<file path="src/rtl/core/tcpts_pkg.sv">
// shared constants, status codes and result type for the tcp timestamp option parser
package tcpts_pkg;

    localparam logic [7:0] KIND_END      = 8'h00;
    localparam logic [7:0] KIND_NOP      = 8'h01;
    localparam logic [7:0] KIND_TS       = 8'h08;
    localparam logic [7:0] LEN_TS        = 8'd10;
    localparam logic [7:0] LEN_MIN       = 8'd2;
    localparam logic [7:0] TS_BODY_BYTES = 8'd8;

    typedef enum logic [1:0] {
        ST_FOUND = 2'd0,
        ST_EOL   = 2'd1,
        ST_BAD   = 2'd2,
        ST_NONE  = 2'd3
    } status_t;

    typedef struct packed {
        status_t     status;
        logic [31:0] ts_value;
        logic [31:0] ts_reply;
    } result_t;

endpackage

</file>
<file path="src/rtl/core/tcpts_if.sv">
// valid/ready channel interfaces for option bytes and parse results
interface tcpts_opt_if;
    logic       valid;
    logic       ready;
    logic [7:0] opt_byte;
    logic       last_byte;

    modport source (output valid, output opt_byte, output last_byte, input ready);
    modport sink (input valid, input opt_byte, input last_byte, output ready);
endinterface

interface tcpts_res_if;
    logic        valid;
    logic        ready;
    logic [1:0]  status;
    logic [31:0] ts_value;
    logic [31:0] ts_reply;

    modport source (output valid, output status, output ts_value, output ts_reply,
                    input ready);
    modport sink (input valid, input status, input ts_value, input ts_reply,
                  output ready);
endinterface

</file>
<file path="src/rtl/core/tcpts_top.sv">
// Walks a TCP options area given one byte per transfer, with last_byte set on the
// final byte, and returns one result per area: status plus the timestamp value and
// echo reply of the first kind-8, length-10 option. A byte is taken every cycle
// unless a last byte waits on a result not yet taken; the last byte is held in the
// input register, then its result in the result register, which lets the next
// area's bytes keep flowing while a result waits; only a last byte stalls behind
// a result that has not been taken. Non-last bytes produce no output transfer.
module tcp_timestamp_option_parser_top
    import tcpts_pkg::*;
(
    input  logic        clk,
    input  logic        rst_n,
    tcpts_opt_if.sink   opt,
    tcpts_res_if.source res
);

    logic       in_valid_reg;
    logic [7:0] in_byte_reg;
    logic       in_last_reg;
    logic       out_valid_reg;
    result_t    out_reg;
    result_t    step_res;
    logic       out_free;
    logic       step_go;

    assign out_free  = !out_valid_reg || res.ready;
    assign step_go   = in_valid_reg && (!in_last_reg || out_free);
    assign opt.ready = !in_valid_reg || step_go;

    tcpts_parse u_parse (
        .clk       (clk),
        .rst_n     (rst_n),
        .en        (step_go),
        .opt_byte  (in_byte_reg),
        .last_byte (in_last_reg),
        .res       (step_res)
    );

    always_ff @(posedge clk or negedge rst_n)
    begin
        if (!rst_n)
            in_valid_reg <= 1'b0;
        else if (opt.ready)
            in_valid_reg <= opt.valid;
    end

    always_ff @(posedge clk)
    begin
        if (opt.ready && opt.valid)
        begin
            in_byte_reg <= opt.opt_byte;
            in_last_reg <= opt.last_byte;
        end
    end

    always_ff @(posedge clk or negedge rst_n)
    begin
        if (!rst_n)
            out_valid_reg <= 1'b0;
        else if (step_go && in_last_reg)
            out_valid_reg <= 1'b1;
        else if (res.ready)
            out_valid_reg <= 1'b0;
    end

    always_ff @(posedge clk)
    begin
        if (step_go && in_last_reg)
            out_reg <= step_res;
    end

    assign res.valid    = out_valid_reg;
    assign res.status   = out_reg.status;
    assign res.ts_value = out_reg.ts_value;
    assign res.ts_reply = out_reg.ts_reply;

endmodule

</file>
<file path="src/rtl/core/tcpts_parse.sv">
// option walker: parser state registers and the per-byte state update
module tcpts_parse
    import tcpts_pkg::*;
(
    input  logic       clk,
    input  logic       rst_n,
    input  logic       en,
    input  logic [7:0] opt_byte,
    input  logic       last_byte,
    output result_t    res
);

    typedef enum logic [2:0] {
        PH_KIND    = 3'd0,
        PH_LEN     = 3'd1,
        PH_SKIP    = 3'd2,
        PH_CAPTURE = 3'd3,
        PH_DONE    = 3'd4
    } phase_t;

    phase_t      phase_reg, phase_next;
    logic        is_ts_reg, is_ts_next;
    logic [7:0]  left_reg, left_next;
    logic [63:0] cap_reg, cap_next;
    status_t     final_reg, final_next;

    always_comb
    begin
        phase_next = phase_reg;
        is_ts_next = is_ts_reg;
        left_next  = left_reg;
        cap_next   = cap_reg;
        final_next = final_reg;
        unique case (phase_reg)
            PH_KIND:
            begin
                if (opt_byte == KIND_END)
                begin
                    final_next = ST_EOL;
                    phase_next = PH_DONE;
                end
                else if (opt_byte != KIND_NOP)
                begin
                    is_ts_next = (opt_byte == KIND_TS);
                    phase_next = PH_LEN;
                end
            end
            PH_LEN:
            begin
                if (opt_byte < LEN_MIN)
                begin
                    final_next = ST_BAD;
                    phase_next = PH_DONE;
                end
                else if (is_ts_reg && opt_byte == LEN_TS)
                begin
                    left_next  = TS_BODY_BYTES;
                    cap_next   = '0;
                    phase_next = PH_CAPTURE;
                end
                else
                begin
                    left_next  = opt_byte - LEN_MIN;
                    phase_next = (opt_byte == LEN_MIN) ? PH_KIND : PH_SKIP;
                end
            end
            PH_SKIP:
            begin
                left_next = left_reg - 8'd1;
                if (left_reg == 8'd1)
                    phase_next = PH_KIND;
            end
            PH_CAPTURE:
            begin
                cap_next  = {cap_reg[55:0], opt_byte};
                left_next = left_reg - 8'd1;
                if (left_reg == 8'd1)
                begin
                    final_next = ST_FOUND;
                    phase_next = PH_DONE;
                end
            end
            default:
            begin
            end
        endcase
    end

    // status as it stands after this byte
    always_comb
    begin
        res = '0;
        if (phase_next == PH_DONE)
            res.status = final_next;
        else if (phase_next == PH_KIND)
            res.status = ST_NONE;
        else
            res.status = ST_BAD;
        if (res.status == ST_FOUND)
        begin
            res.ts_value = cap_next[63:32];
            res.ts_reply = cap_next[31:0];
        end
    end

    always_ff @(posedge clk or negedge rst_n)
    begin
        if (!rst_n)
        begin
            phase_reg <= PH_KIND;
            is_ts_reg <= 1'b0;
            left_reg  <= '0;
            cap_reg   <= '0;
            final_reg <= ST_NONE;
        end
        else if (en)
        begin
            // the last byte closes the area and rearms for the next one
            if (last_byte)
            begin
                phase_reg <= PH_KIND;
                is_ts_reg <= 1'b0;
                left_reg  <= '0;
                cap_reg   <= '0;
                final_reg <= ST_NONE;
            end
            else
            begin
                phase_reg <= phase_next;
                is_ts_reg <= is_ts_next;
                left_reg  <= left_next;
                cap_reg   <= cap_next;
                final_reg <= final_next;
            end
        end
    end

endmodule
</file>
<file path="src/flat_wrapper.sv">
// flat-port wrapper written by rule: the top's interface ports become plain ports
module tcp_timestamp_option_parser_top_flat import tcpts_pkg::*;
  (clk, rst_n, opt_valid, opt_opt_byte, opt_last_byte, opt_ready, res_valid, res_status, res_ts_value, res_ts_reply, res_ready);
  tcpts_opt_if opt_i ();
  tcpts_res_if res_i ();
  input  logic clk;
  input  logic rst_n;
  input wire logic [$bits(opt_i.valid)-1:0] opt_valid;
  input wire logic [$bits(opt_i.opt_byte)-1:0] opt_opt_byte;
  input wire logic [$bits(opt_i.last_byte)-1:0] opt_last_byte;
  output wire logic [$bits(opt_i.ready)-1:0] opt_ready;
  output wire logic [$bits(res_i.valid)-1:0] res_valid;
  output wire logic [$bits(res_i.status)-1:0] res_status;
  output wire logic [$bits(res_i.ts_value)-1:0] res_ts_value;
  output wire logic [$bits(res_i.ts_reply)-1:0] res_ts_reply;
  input wire logic [$bits(res_i.ready)-1:0] res_ready;
  assign opt_i.valid = opt_valid;
  assign opt_i.opt_byte = opt_opt_byte;
  assign opt_i.last_byte = opt_last_byte;
  assign opt_ready = opt_i.ready;
  assign res_valid = res_i.valid;
  assign res_status = res_i.status;
  assign res_ts_value = res_i.ts_value;
  assign res_ts_reply = res_i.ts_reply;
  assign res_i.ready = res_ready;
  tcp_timestamp_option_parser_top u_core (.clk(clk), .rst_n(rst_n), .opt(opt_i), .res(res_i));
endmodule
</file>
<file path="config.mk">
export PLATFORM = sky130hd
export DESIGN_NAME = tcp_timestamp_option_parser_top_flat
export DESIGN_NICKNAME = d
export VERILOG_FILES = /design/src/rtl/core/tcpts_pkg.sv /design/src/rtl/core/tcpts_if.sv /design/src/rtl/core/tcpts_top.sv /design/src/rtl/core/tcpts_parse.sv /design/src/flat_wrapper.sv
export SDC_FILE = /design/constraint.sdc
export NUM_CORES = 1
export LEC_CHECK = 0
export ABC_AREA = 1
export BUFFER_PORTS_ARGS = -buffer_cell sky130_fd_sc_hd__buf_2
export CORE_MARGIN = 4
export CORE_UTILIZATION = 40
export DETAILED_ROUTE_END_ITERATION = 7
export GPL_ROUTABILITY_DRIVEN = 0
export RECOVER_POWER = 50
export SETUP_SLACK_MARGIN = 0.2
export SYNTH_ARGS = -nofsm -noshare
export SYNTH_HDL_FRONTEND = slang
export SYNTH_HIERARCHICAL = 1
export SYNTH_SLANG_ARGS = --single-unit
export TNS_END_PERCENT = 20
</file>
<file path="constraint.sdc">
create_clock -name clk -period 3.4 [get_ports clk]
set_clock_uncertainty 0.05 [all_clocks]
set_input_delay 0.68 -clock clk [delete_from_list [all_inputs] [get_ports clk]]
set_output_delay 0.68 -clock clk [all_outputs]
set_load 0.1 [all_outputs]
</file>
* Yosys cells after proc, flatten, opt, wreduce, memory -nomap -nowiden *
Cells that the tools add are included.

storage, ports and cells
  flip-flop bits (word level) = 155
  output and inout bits = 68
  logic and storage cells = 77

cells by class
  $lt $le $gt $ge = 1
  add/subtract/negate cells = 2
  eq/ne operators = 11
  mux-type cells = 30
  reduce and logical (&&, ||, !) cells = 21

operator list
  operator                                                                      count
  64-bit two-way mux                                                            3
  64-bit one-hot mux with 2 select lines                                        1
  8-bit two-way mux                                                             3
  3-bit two-way mux                                                             6
  8-bit by 4-bit == test with 1-bit output, second input constant               2
  8-bit one-hot mux with 2 select lines                                         1
  2-bit two-way mux                                                             7
  3-bit one-hot mux with 4 select lines                                         1
  8-bit by 1-bit == test with 1-bit output, second input constant               1
  8-bit by 2-bit == test with 1-bit output, second input constant               1
  8-bit logical NOT                                                             1
  8-bit by 2-bit less-than comparator with 1-bit output, second input constant  1
  8-bit by 1-bit != test with 1-bit output, second input constant               1
  8-bit by 1-bit subtractor with 8-bit output, second input constant            1
  8-bit by 2-bit subtractor with 8-bit output, second input constant            1
  1-bit two-way mux                                                             7
  3-bit by 2-bit == test with 1-bit output, second input constant               2
  3-bit logical NOT                                                             2
  2-bit one-hot mux with 3 select lines                                         1
  2-bit nonzero test                                                            3
  1-bit logical AND                                                             4
  4-bit AND reduction                                                           1
  3-bit by 1-bit == test with 1-bit output, second input constant               1
  3-bit == test, second input constant                                          1
  8 further kinds                                                               12

* Longest topological paths before layout *
Gate-level depths: netlist (run 1).

  word-level depth = 9
  depth in mapped cells = 12
  depth with buffers taken out = 11

* Modules after synthesis *
The synthesis (run 1) kept the hierarchy.

by module, submodules not included
  module                           times used  sequential area each (um2)  area each (um2)  cells an instance
  tcpts_parse                      1           1954.4                      5192.5           619
  tcp_timestamp_option_parser_top  1           2302.2                      2362.3           90

* Worst setup path before layout (run 1) *
OpenSTA, ideal clock, no wires.

  path kind = reg2reg
  start = reg u_core.out_valid_reg, in the netlist u_core/res.valid
  end = reg u_core.out_reg, in the netlist u_core/res.status[0] (enable)
  data arrival time = 2.368 ns
  library setup time = 0.420 ns
  stages on the path, launching flop included = 4
  slack = 0.561 ns
  data required time = 2.930 ns
  path through = dfrtp_1 > nand2_1 > nand3_1 > inv_1

between the ends
  cells in the longest elaborated chain, start to end = 5

RTL lines
  item                    RTL line         text
  start, declared         tcpts_top.sv:20  logic out_valid_reg;
  start signal, assigned  tcpts_top.sv:59  out_valid_reg <= 1'b0;
  start signal, assigned  tcpts_top.sv:61  out_valid_reg <= 1'b1;
  start signal, assigned  tcpts_top.sv:63  out_valid_reg <= 1'b0;
  1-bit logical NOT       tcpts_top.sv:26  assign out_free = !out_valid_reg || res.ready;
  1-bit logical OR        tcpts_top.sv:26
  1-bit logical OR        tcpts_top.sv:27  assign step_go = in_valid_reg && (!in_last_reg || out_free);
  1-bit logical AND       tcpts_top.sv:27
  1-bit logical AND       tcpts_top.sv:68  if (step_go && in_last_reg)
  end signal, assigned    tcpts_top.sv:69  out_reg <= step_res;
  end, declared           tcpts_top.sv:21  result_t out_reg;

No other way between the ends.
A chain may end at the register's enable or synchronous reset.

==> impl_metrics.json, run 1 <==
{
  "status": "finished, violations left",
  "violations": "max-capacitance violations, max-slew violations",
  "area.growth.synth_to_final_pct": 13.2,
  "top_layer": "met4",
  "diodes": 0,
  "cpMaxStageDelayCell": "clkbuf_1",
  "cp-end-kind": "async pin",
  "synth-seq-cells": 155,
  "coreArea_sq_um": 18300,
  "rsz0062_at_grt": "false",
  "wl_per_cell_um": 16.1,
  "port_buffers": 80,
  "vias": 5240,
  "fin_setup_tns_ns": 0,
  "fmax_mhz": 395,
  "cp_data_required_time_ns": 3.85,
  "track_usage_pct": 15.7,
  "cts_buffers": 17,
  "dpl.hpwl_um": 10800,
  "maxSlewHeadroom_pct": -46.2,
  "layout.nets": 791,
  "start_kind": "primary input",
  "largest_reg_flops": 64,
  "crit_buf_inv": 2,
  "met2_wirelength_um": 7660,
  "h-tree-depth": 4,
  "synth_warnings": 6,
  "syn_area_sq_um": 7550,
  "cp_top_family": "buffers and inverters",
  "cpPeakStageDelay_ns": 1.53,
  "vdd_drop_max_v": 0.000365,
  "antenna_found_initial": 0,
  "final_area_sq_um": 8560,
  "fillerInstances": 1701,
  "drc": 0,
  "cts_tree": "yes",
  "holdBufCountCts": 0,
  "rows": 49,
  "synth_fp_nets": 725,
  "fin_crit_ns": 2.53,
  "dpl-instance-area_sq_um": 8110,
  "cp.arrival_ns": 2.99,
  "ctsResizeCount": 0,
  "m1WireLength_um": 7720,
  "maxSlewViolCount": 107,
  "power.total_mw": 5.49,
  "clockBufferDepth": 2,
  "powerDensity_nw_per_um2": 642,
  "ant_nets": 0,
  "ys_types": 39,
  "final_cell_mix": "116 x nand2_1, 95 x inv_1, 78 x dfrtp_1",
  "start_util_pct": 41.4,
  "tightest_slew_ns": 2.19,
  "first_pass_iters": 4,
  "ys_seq_area_share_pct": 56.3,
  "drt_iter0_markers": 528,
  "setup_viol": 0,
  "cts.sinks": 155,
  "ios": 81,
  "cap_violations": 2,
  "synth.avg_cell_area_sq_um": 10.7,
  "grt_pass1_wl_um": 27000,
  "clock_latency_ns": 0.43,
  "clk_pin_slew_ns": 0.06,
  "dieArea_sq_um": 21100,
  "final-hold-violation-count": 0,
  "drive_gt1_share_pct": 25.5,
  "layout_commonest_cell": "nand2_1",
  "wl_um": 16400,
  "overflow": 0,
  "period_share_pct": 74.5,
  "dieHeight_um": 145,
  "holdCritPathClass": "in2reg",
  "worstSetupPathType": "in2async",
  "critPathMaxFanout": 37,
  "timing.rr.start": "u_core/u_parse/phase_reg[2]",
  "die_w_um": 145,
  "grt_max_degree": 111,
  "vias_per_cell": 5.15,
  "cts_setup_buffers": 0,
  "hp-start": "opt_opt_byte[5]",
  "cts_root_buf": "clkbuf_16",
  "netlist_instances": 709,
  "leakage_nw": 3.52,
  "wl_met3_um": 698,
  "crit_path_start": "rst_n",
  "worstPathCellList": "clkbuf_1 -> clkbuf_2",
  "grt_pass1_vias": 5327
}
stage by stage:
step / worst slack, ns / utilization [%] / std cells / hold slack, ns
2_1_floorplan: 0.561 / - / 709 / 0.334
3_3_place_gp: 0.990 / 44.4 / 985 / 0.463
3_5_place_dp: 0.939 / 44.4 / 985 / 0.465
4_1_cts: 0.916 / 47.4 / 1017 / 0.193
5_1_grt: 0.345 / 46.8 / 1017 / 0.356
6_report: 0.867 / 46.8 / 1017 / 0.371
power breakdown:
part	switching, mW	total (mW)	internal (mW)
Clock	0.742	1.77	1.02
Sequential	0.137	2.30	2.16
Combinational	1.00	1.43	0.427
synth_stat cells, drive strengths merged:
cell type | number | area [sq um]
nor2 | 91 | 514
o22ai | 69 | 432
o31ai | 1 | 7.51
dfstp | 2 | 52.6
clkbuf | 20 | 75.1
edfxtp | 75 | 2250
o211ai | 66 | 796
nand3b | 1 | 7.51
xnor2 | 1 | 8.76
ha | 3 | 37.5
nand3 | 18 | 108
nor3 | 3 | 20.0
o21ai | 15 | 86.3
a211oi | 1 | 7.51
inv | 104 | 390
buf | 23 | 193
a21oi | 2 | 10.0
nand2 | 120 | 465
or2 | 2 | 12.5
a31oi | 1 | 21.3
o22a | 1 | 8.76
nand4 | 5 | 37.5
dfrtp | 78 | 1950
xor2 | 6 | 52.6
a22oi | 1 | 7.51
final timing paths:
check | slack, ns | cells after the start | end
min reg2reg | 0.48 | 2 | u_core/u_parse/cap_reg[63]
min in group asynchronous | 0.85 | 1 | u_core/u_parse/left_reg[5]
min | 0.37 | 1 | u_core/in_byte_reg[5]
max | 0.87 | 2 | u_core/u_parse/cap_reg[36]
max reg2reg | 0.89 | 11 | u_core/res.ts_reply[1]
max in group clk | 0.89 | 11 | u_core/res.ts_reply[1]
final cells by class:
cell class | count | area [sq um] | area share [%]
sequential | 155 | 4260 | 49.8
multi-input combinational | 407 | 2630 | 30.8
clock buffer | 22 | 454 | 5.31
timing repair buffer | 90 | 439 | 5.13
inverter | 104 | 393 | 4.59
tap | 229 | 287 | 3.35
clock inverter | 10 | 92.6 | 1.08
per-layer routing:
metal | GRT usage (%) | vias to the layer above
li1 | - | 2565
met1 | 20.8 | 2544
met2 | 25.1 | 113
met3 | 4.48 | 18
met4 | 5.22 | 0
met5 | 0 | -
cells by family after synthesis:
| logic type | Yosys count | share of synthesized area (%) |
|---|---|---|
| AOI/OAI and AO/OA | 157 | 18.2 |
| buffers and inverters | 147 | 8.71 |
| xor gates and xnor gates | 7 | 0.812 |
| DFF | 155 | 56.3 |
| adders and majority gates | 3 | 0.497 |
| and+or+nand+nor | 240 | 15.4 |
(Power assumes the default switching activity.)
==> inputs of run 2 (changes only) <==
==> constraint.sdc (replaced) <==
create_clock -name clk -period 2.3 [get_ports clk]
set_clock_uncertainty 0.05 [all_clocks]
set_input_delay 0.46 -clock clk [delete_from_list [all_inputs] [get_ports clk]]
set_output_delay 0.46 -clock clk [all_outputs]
set_load 0.1 [all_outputs]
==> run 2 against run 1 <==
Against the previous run:
- clock power increased by 65%
- the run now ends clean
- cell count increased by 3.0%
- largest power group unchanged
- register-to-register slack lost 0.68 ns
- combinational power grew 60%
- via count rose by 5.3%
- cell area increased by 7.4%
- utilization increased by 3.5 points
- power increased by 57%
- count of clock-buffer cells in the layout shrank 2
- sequential power increased by 48%
- worst setup slack got worse by 0.72 ns
==> impl_metrics.json, run 2 (synthesis gave the netlist of run 1 again) <==
{
  "clockBufferDepth": 2,
  "multiInputGateArea_sq_um": 2760,
  "drt_iter0_markers": 475,
  "rrSetupSlack_ns": 0.21,
  "layout.nets": 822,
  "overflow": 0,
  "p_switching_mw": 2.87,
  "status": "completed",
  "drc": 0,
  "vdd_drop_max_v": 0.000624,
  "cts_tree": "yes",
  "hp-start": "opt_opt_byte[5]",
  "cts_buffers": 17,
  "area.growth.synth_to_final_pct": 21.7,
  "cts_root_buf": "clkbuf_16",
  "start_util_pct": 41.4,
  "powerDensity_nw_per_um2": 938,
  "h-tree-depth": 4,
  "p_sw_share_pct": 33.3,
  "seq_power_share_pct": 39.5,
  "maxSlewViolCount": 0,
  "worstSetupPathType": "reg2out",
  "clock_latency_ns": 0.43,
  "holdCritPathClass": "in2reg",
  "tightest_slew_ns": 1.17,
  "largest_reg_flops": 64,
  "combPwrFrac_pct": 26.6,
  "grt_pass1_wl_um": 27800,
  "min_path_cells": 1,
  "hold_slack_ns": 0.156,
  "wl_um": 17900,
  "port_buffers": 80,
  "seq_area_sq_um": 4260,
  "dieArea_sq_um": 21100,
  "grt_max_degree": 69,
  "fmax_mhz": 464,
  "period_share_pct": 93.7,
  "antenna_found_initial": 0,
  "cap_violations": 0,
  "wl_per_cell_um": 17.0,
  "cell_internal_pwr_mw": 5.75,
  "timing.rr.start": "u_core/in_last_reg",
  "r2r_cells": 4,
  "fillerInstances": 1626,
  "dpl.hpwl_um": 10900,
  "critPathMaxFanout": 6,
  "drive_gt1_share_pct": 37.9,
  "coreArea_sq_um": 18300,
  "final-hold-violation-count": 0,
  "clk_pin_slew_ns": 0.06,
  "fin_crit_ns": 2.15,
  "pwr-share-clk_pct": 33.9,
  "final_cell_mix": "111 x nand2_1, 92 x inv_1, 76 x dfrtp_1",
  "grt_pass1_vias": 5438,
  "track_usage_pct": 16.1,
  "cp.arrival_ns": 1.64,
  "start_kind": "register",
  "rows": 49,
  "layout_commonest_cell": "nand2_1",
  "cp_data_required_time_ns": 1.79,
  "vias": 5518,
  "setup_viol": 0,
  "leakage_nw": 3.96,
  "fin_setup_tns_ns": 0,
  "hold_end": "u_core/in_byte_reg[5]",
  "rr_endpoint": "u_core/res.status[0]",
  "vias_per_cell": 5.27,
  "first_pass_iters": 5,
  "diodes": 0,
  "ios": 81,
  "rsz0062_at_grt": "true",
  "cts.sinks": 155,
  "ant_nets": 0,
  "cp-end-kind": "output pin",
  "die_w_um": 145,
  "dieHeight_um": 145,
  "maxSlewHeadroom_pct": 22.1
}
-- run 2: cell types whose count changed in the layout (fill, tap and decap cells not counted), moves of 6 or more --
cell      delta
buf_2       +39
buf_4       +20
clkbuf_1    -60
clkbuf_2    +18
nor2_1       -6
nor2_4       +8
-- run 2: critical path, stage by stage (launching register included) --
cell      delay (ns)
edfxtp_1        0.40
clkbuf_1        0.22
nand4_2         0.16
buf_2           0.43
-- run 2: routing by layer --
metal,vias up,global-route usage (%),wire length (um)
li1,2643,-,-
met1,2734,20.9,8160
met2,129,26.9,8840
met3,12,3.49,737
met4,0,5.22,117
met5,-,0,0
-- run 2: power groups by stage --
stage          combinational, mW  sequential (mW)  clock [mW]
5_1_grt                     2.49             3.44        3.11
3_5_place_dp                2.16             3.45           0
3_3_place_gp                2.11             3.44           0
6_report                    2.29             3.41        2.92
4_1_cts                     2.18             3.40        2.98
2_1_floorplan               1.38             3.77           0
-- run 2: worst max path at each step --
stage	startpoint	end	slack, ns	depth (start not counted)
6_report	u_core/in_last_reg	opt_ready	0.15	3
5_1_grt	u_core/in_last_reg	opt_ready	0.08	3
4_1_cts	u_core/in_byte_reg[1]	u_core/res.ts_reply[1]	0.19	9
3_5_place_dp	u_core/u_parse/phase_reg[2]	u_core/res.ts_reply[1]	0.13	11
3_3_place_gp	u_core/u_parse/phase_reg[2]	u_core/res.ts_reply[3]	0.23	11
2_1_floorplan	u_core/res.valid	u_core/res.status[0]	0.11	3
-- run 2: through the flow --
step	cell area, sq um	power (mW)	std cells	worst slack [ns]	util (%)
5_1_grt	9190	9.04	1048	0.0839	50.3
2_1_floorplan	7570	5.15	709	0.107	-
3_5_place_dp	8220	5.61	991	0.128	45.0
3_3_place_gp	8220	5.55	991	0.229	45.0
6_report	9190	8.62	1048	0.146	50.3
4_1_cts	8860	8.56	1026	0.190	48.5
-- run 2: area by class of cell --
cell class              count  area share [%]
clock inverters            12            1.91
inverters                 104            4.37
repair buffers            120            9.53
flip-flops and latches    155            46.4
multi-input cells         408            30.0
well taps                 229            3.12
clock buffers              20            4.75
-- run 2: what timing repair did --
| item | CTS | global route |
|---|---|---|
| buffers inserted | 2 | 16 |
| cloned | 0 | 6 |
| hold buffers | 1 | 0 |
| pin swaps | 1 | 4 |
| endpoints found under the hold margin | 16 | 0 |
| gates resized for setup | 2 | 31 |
| endpoints found under the setup margin | 62 | 68 |
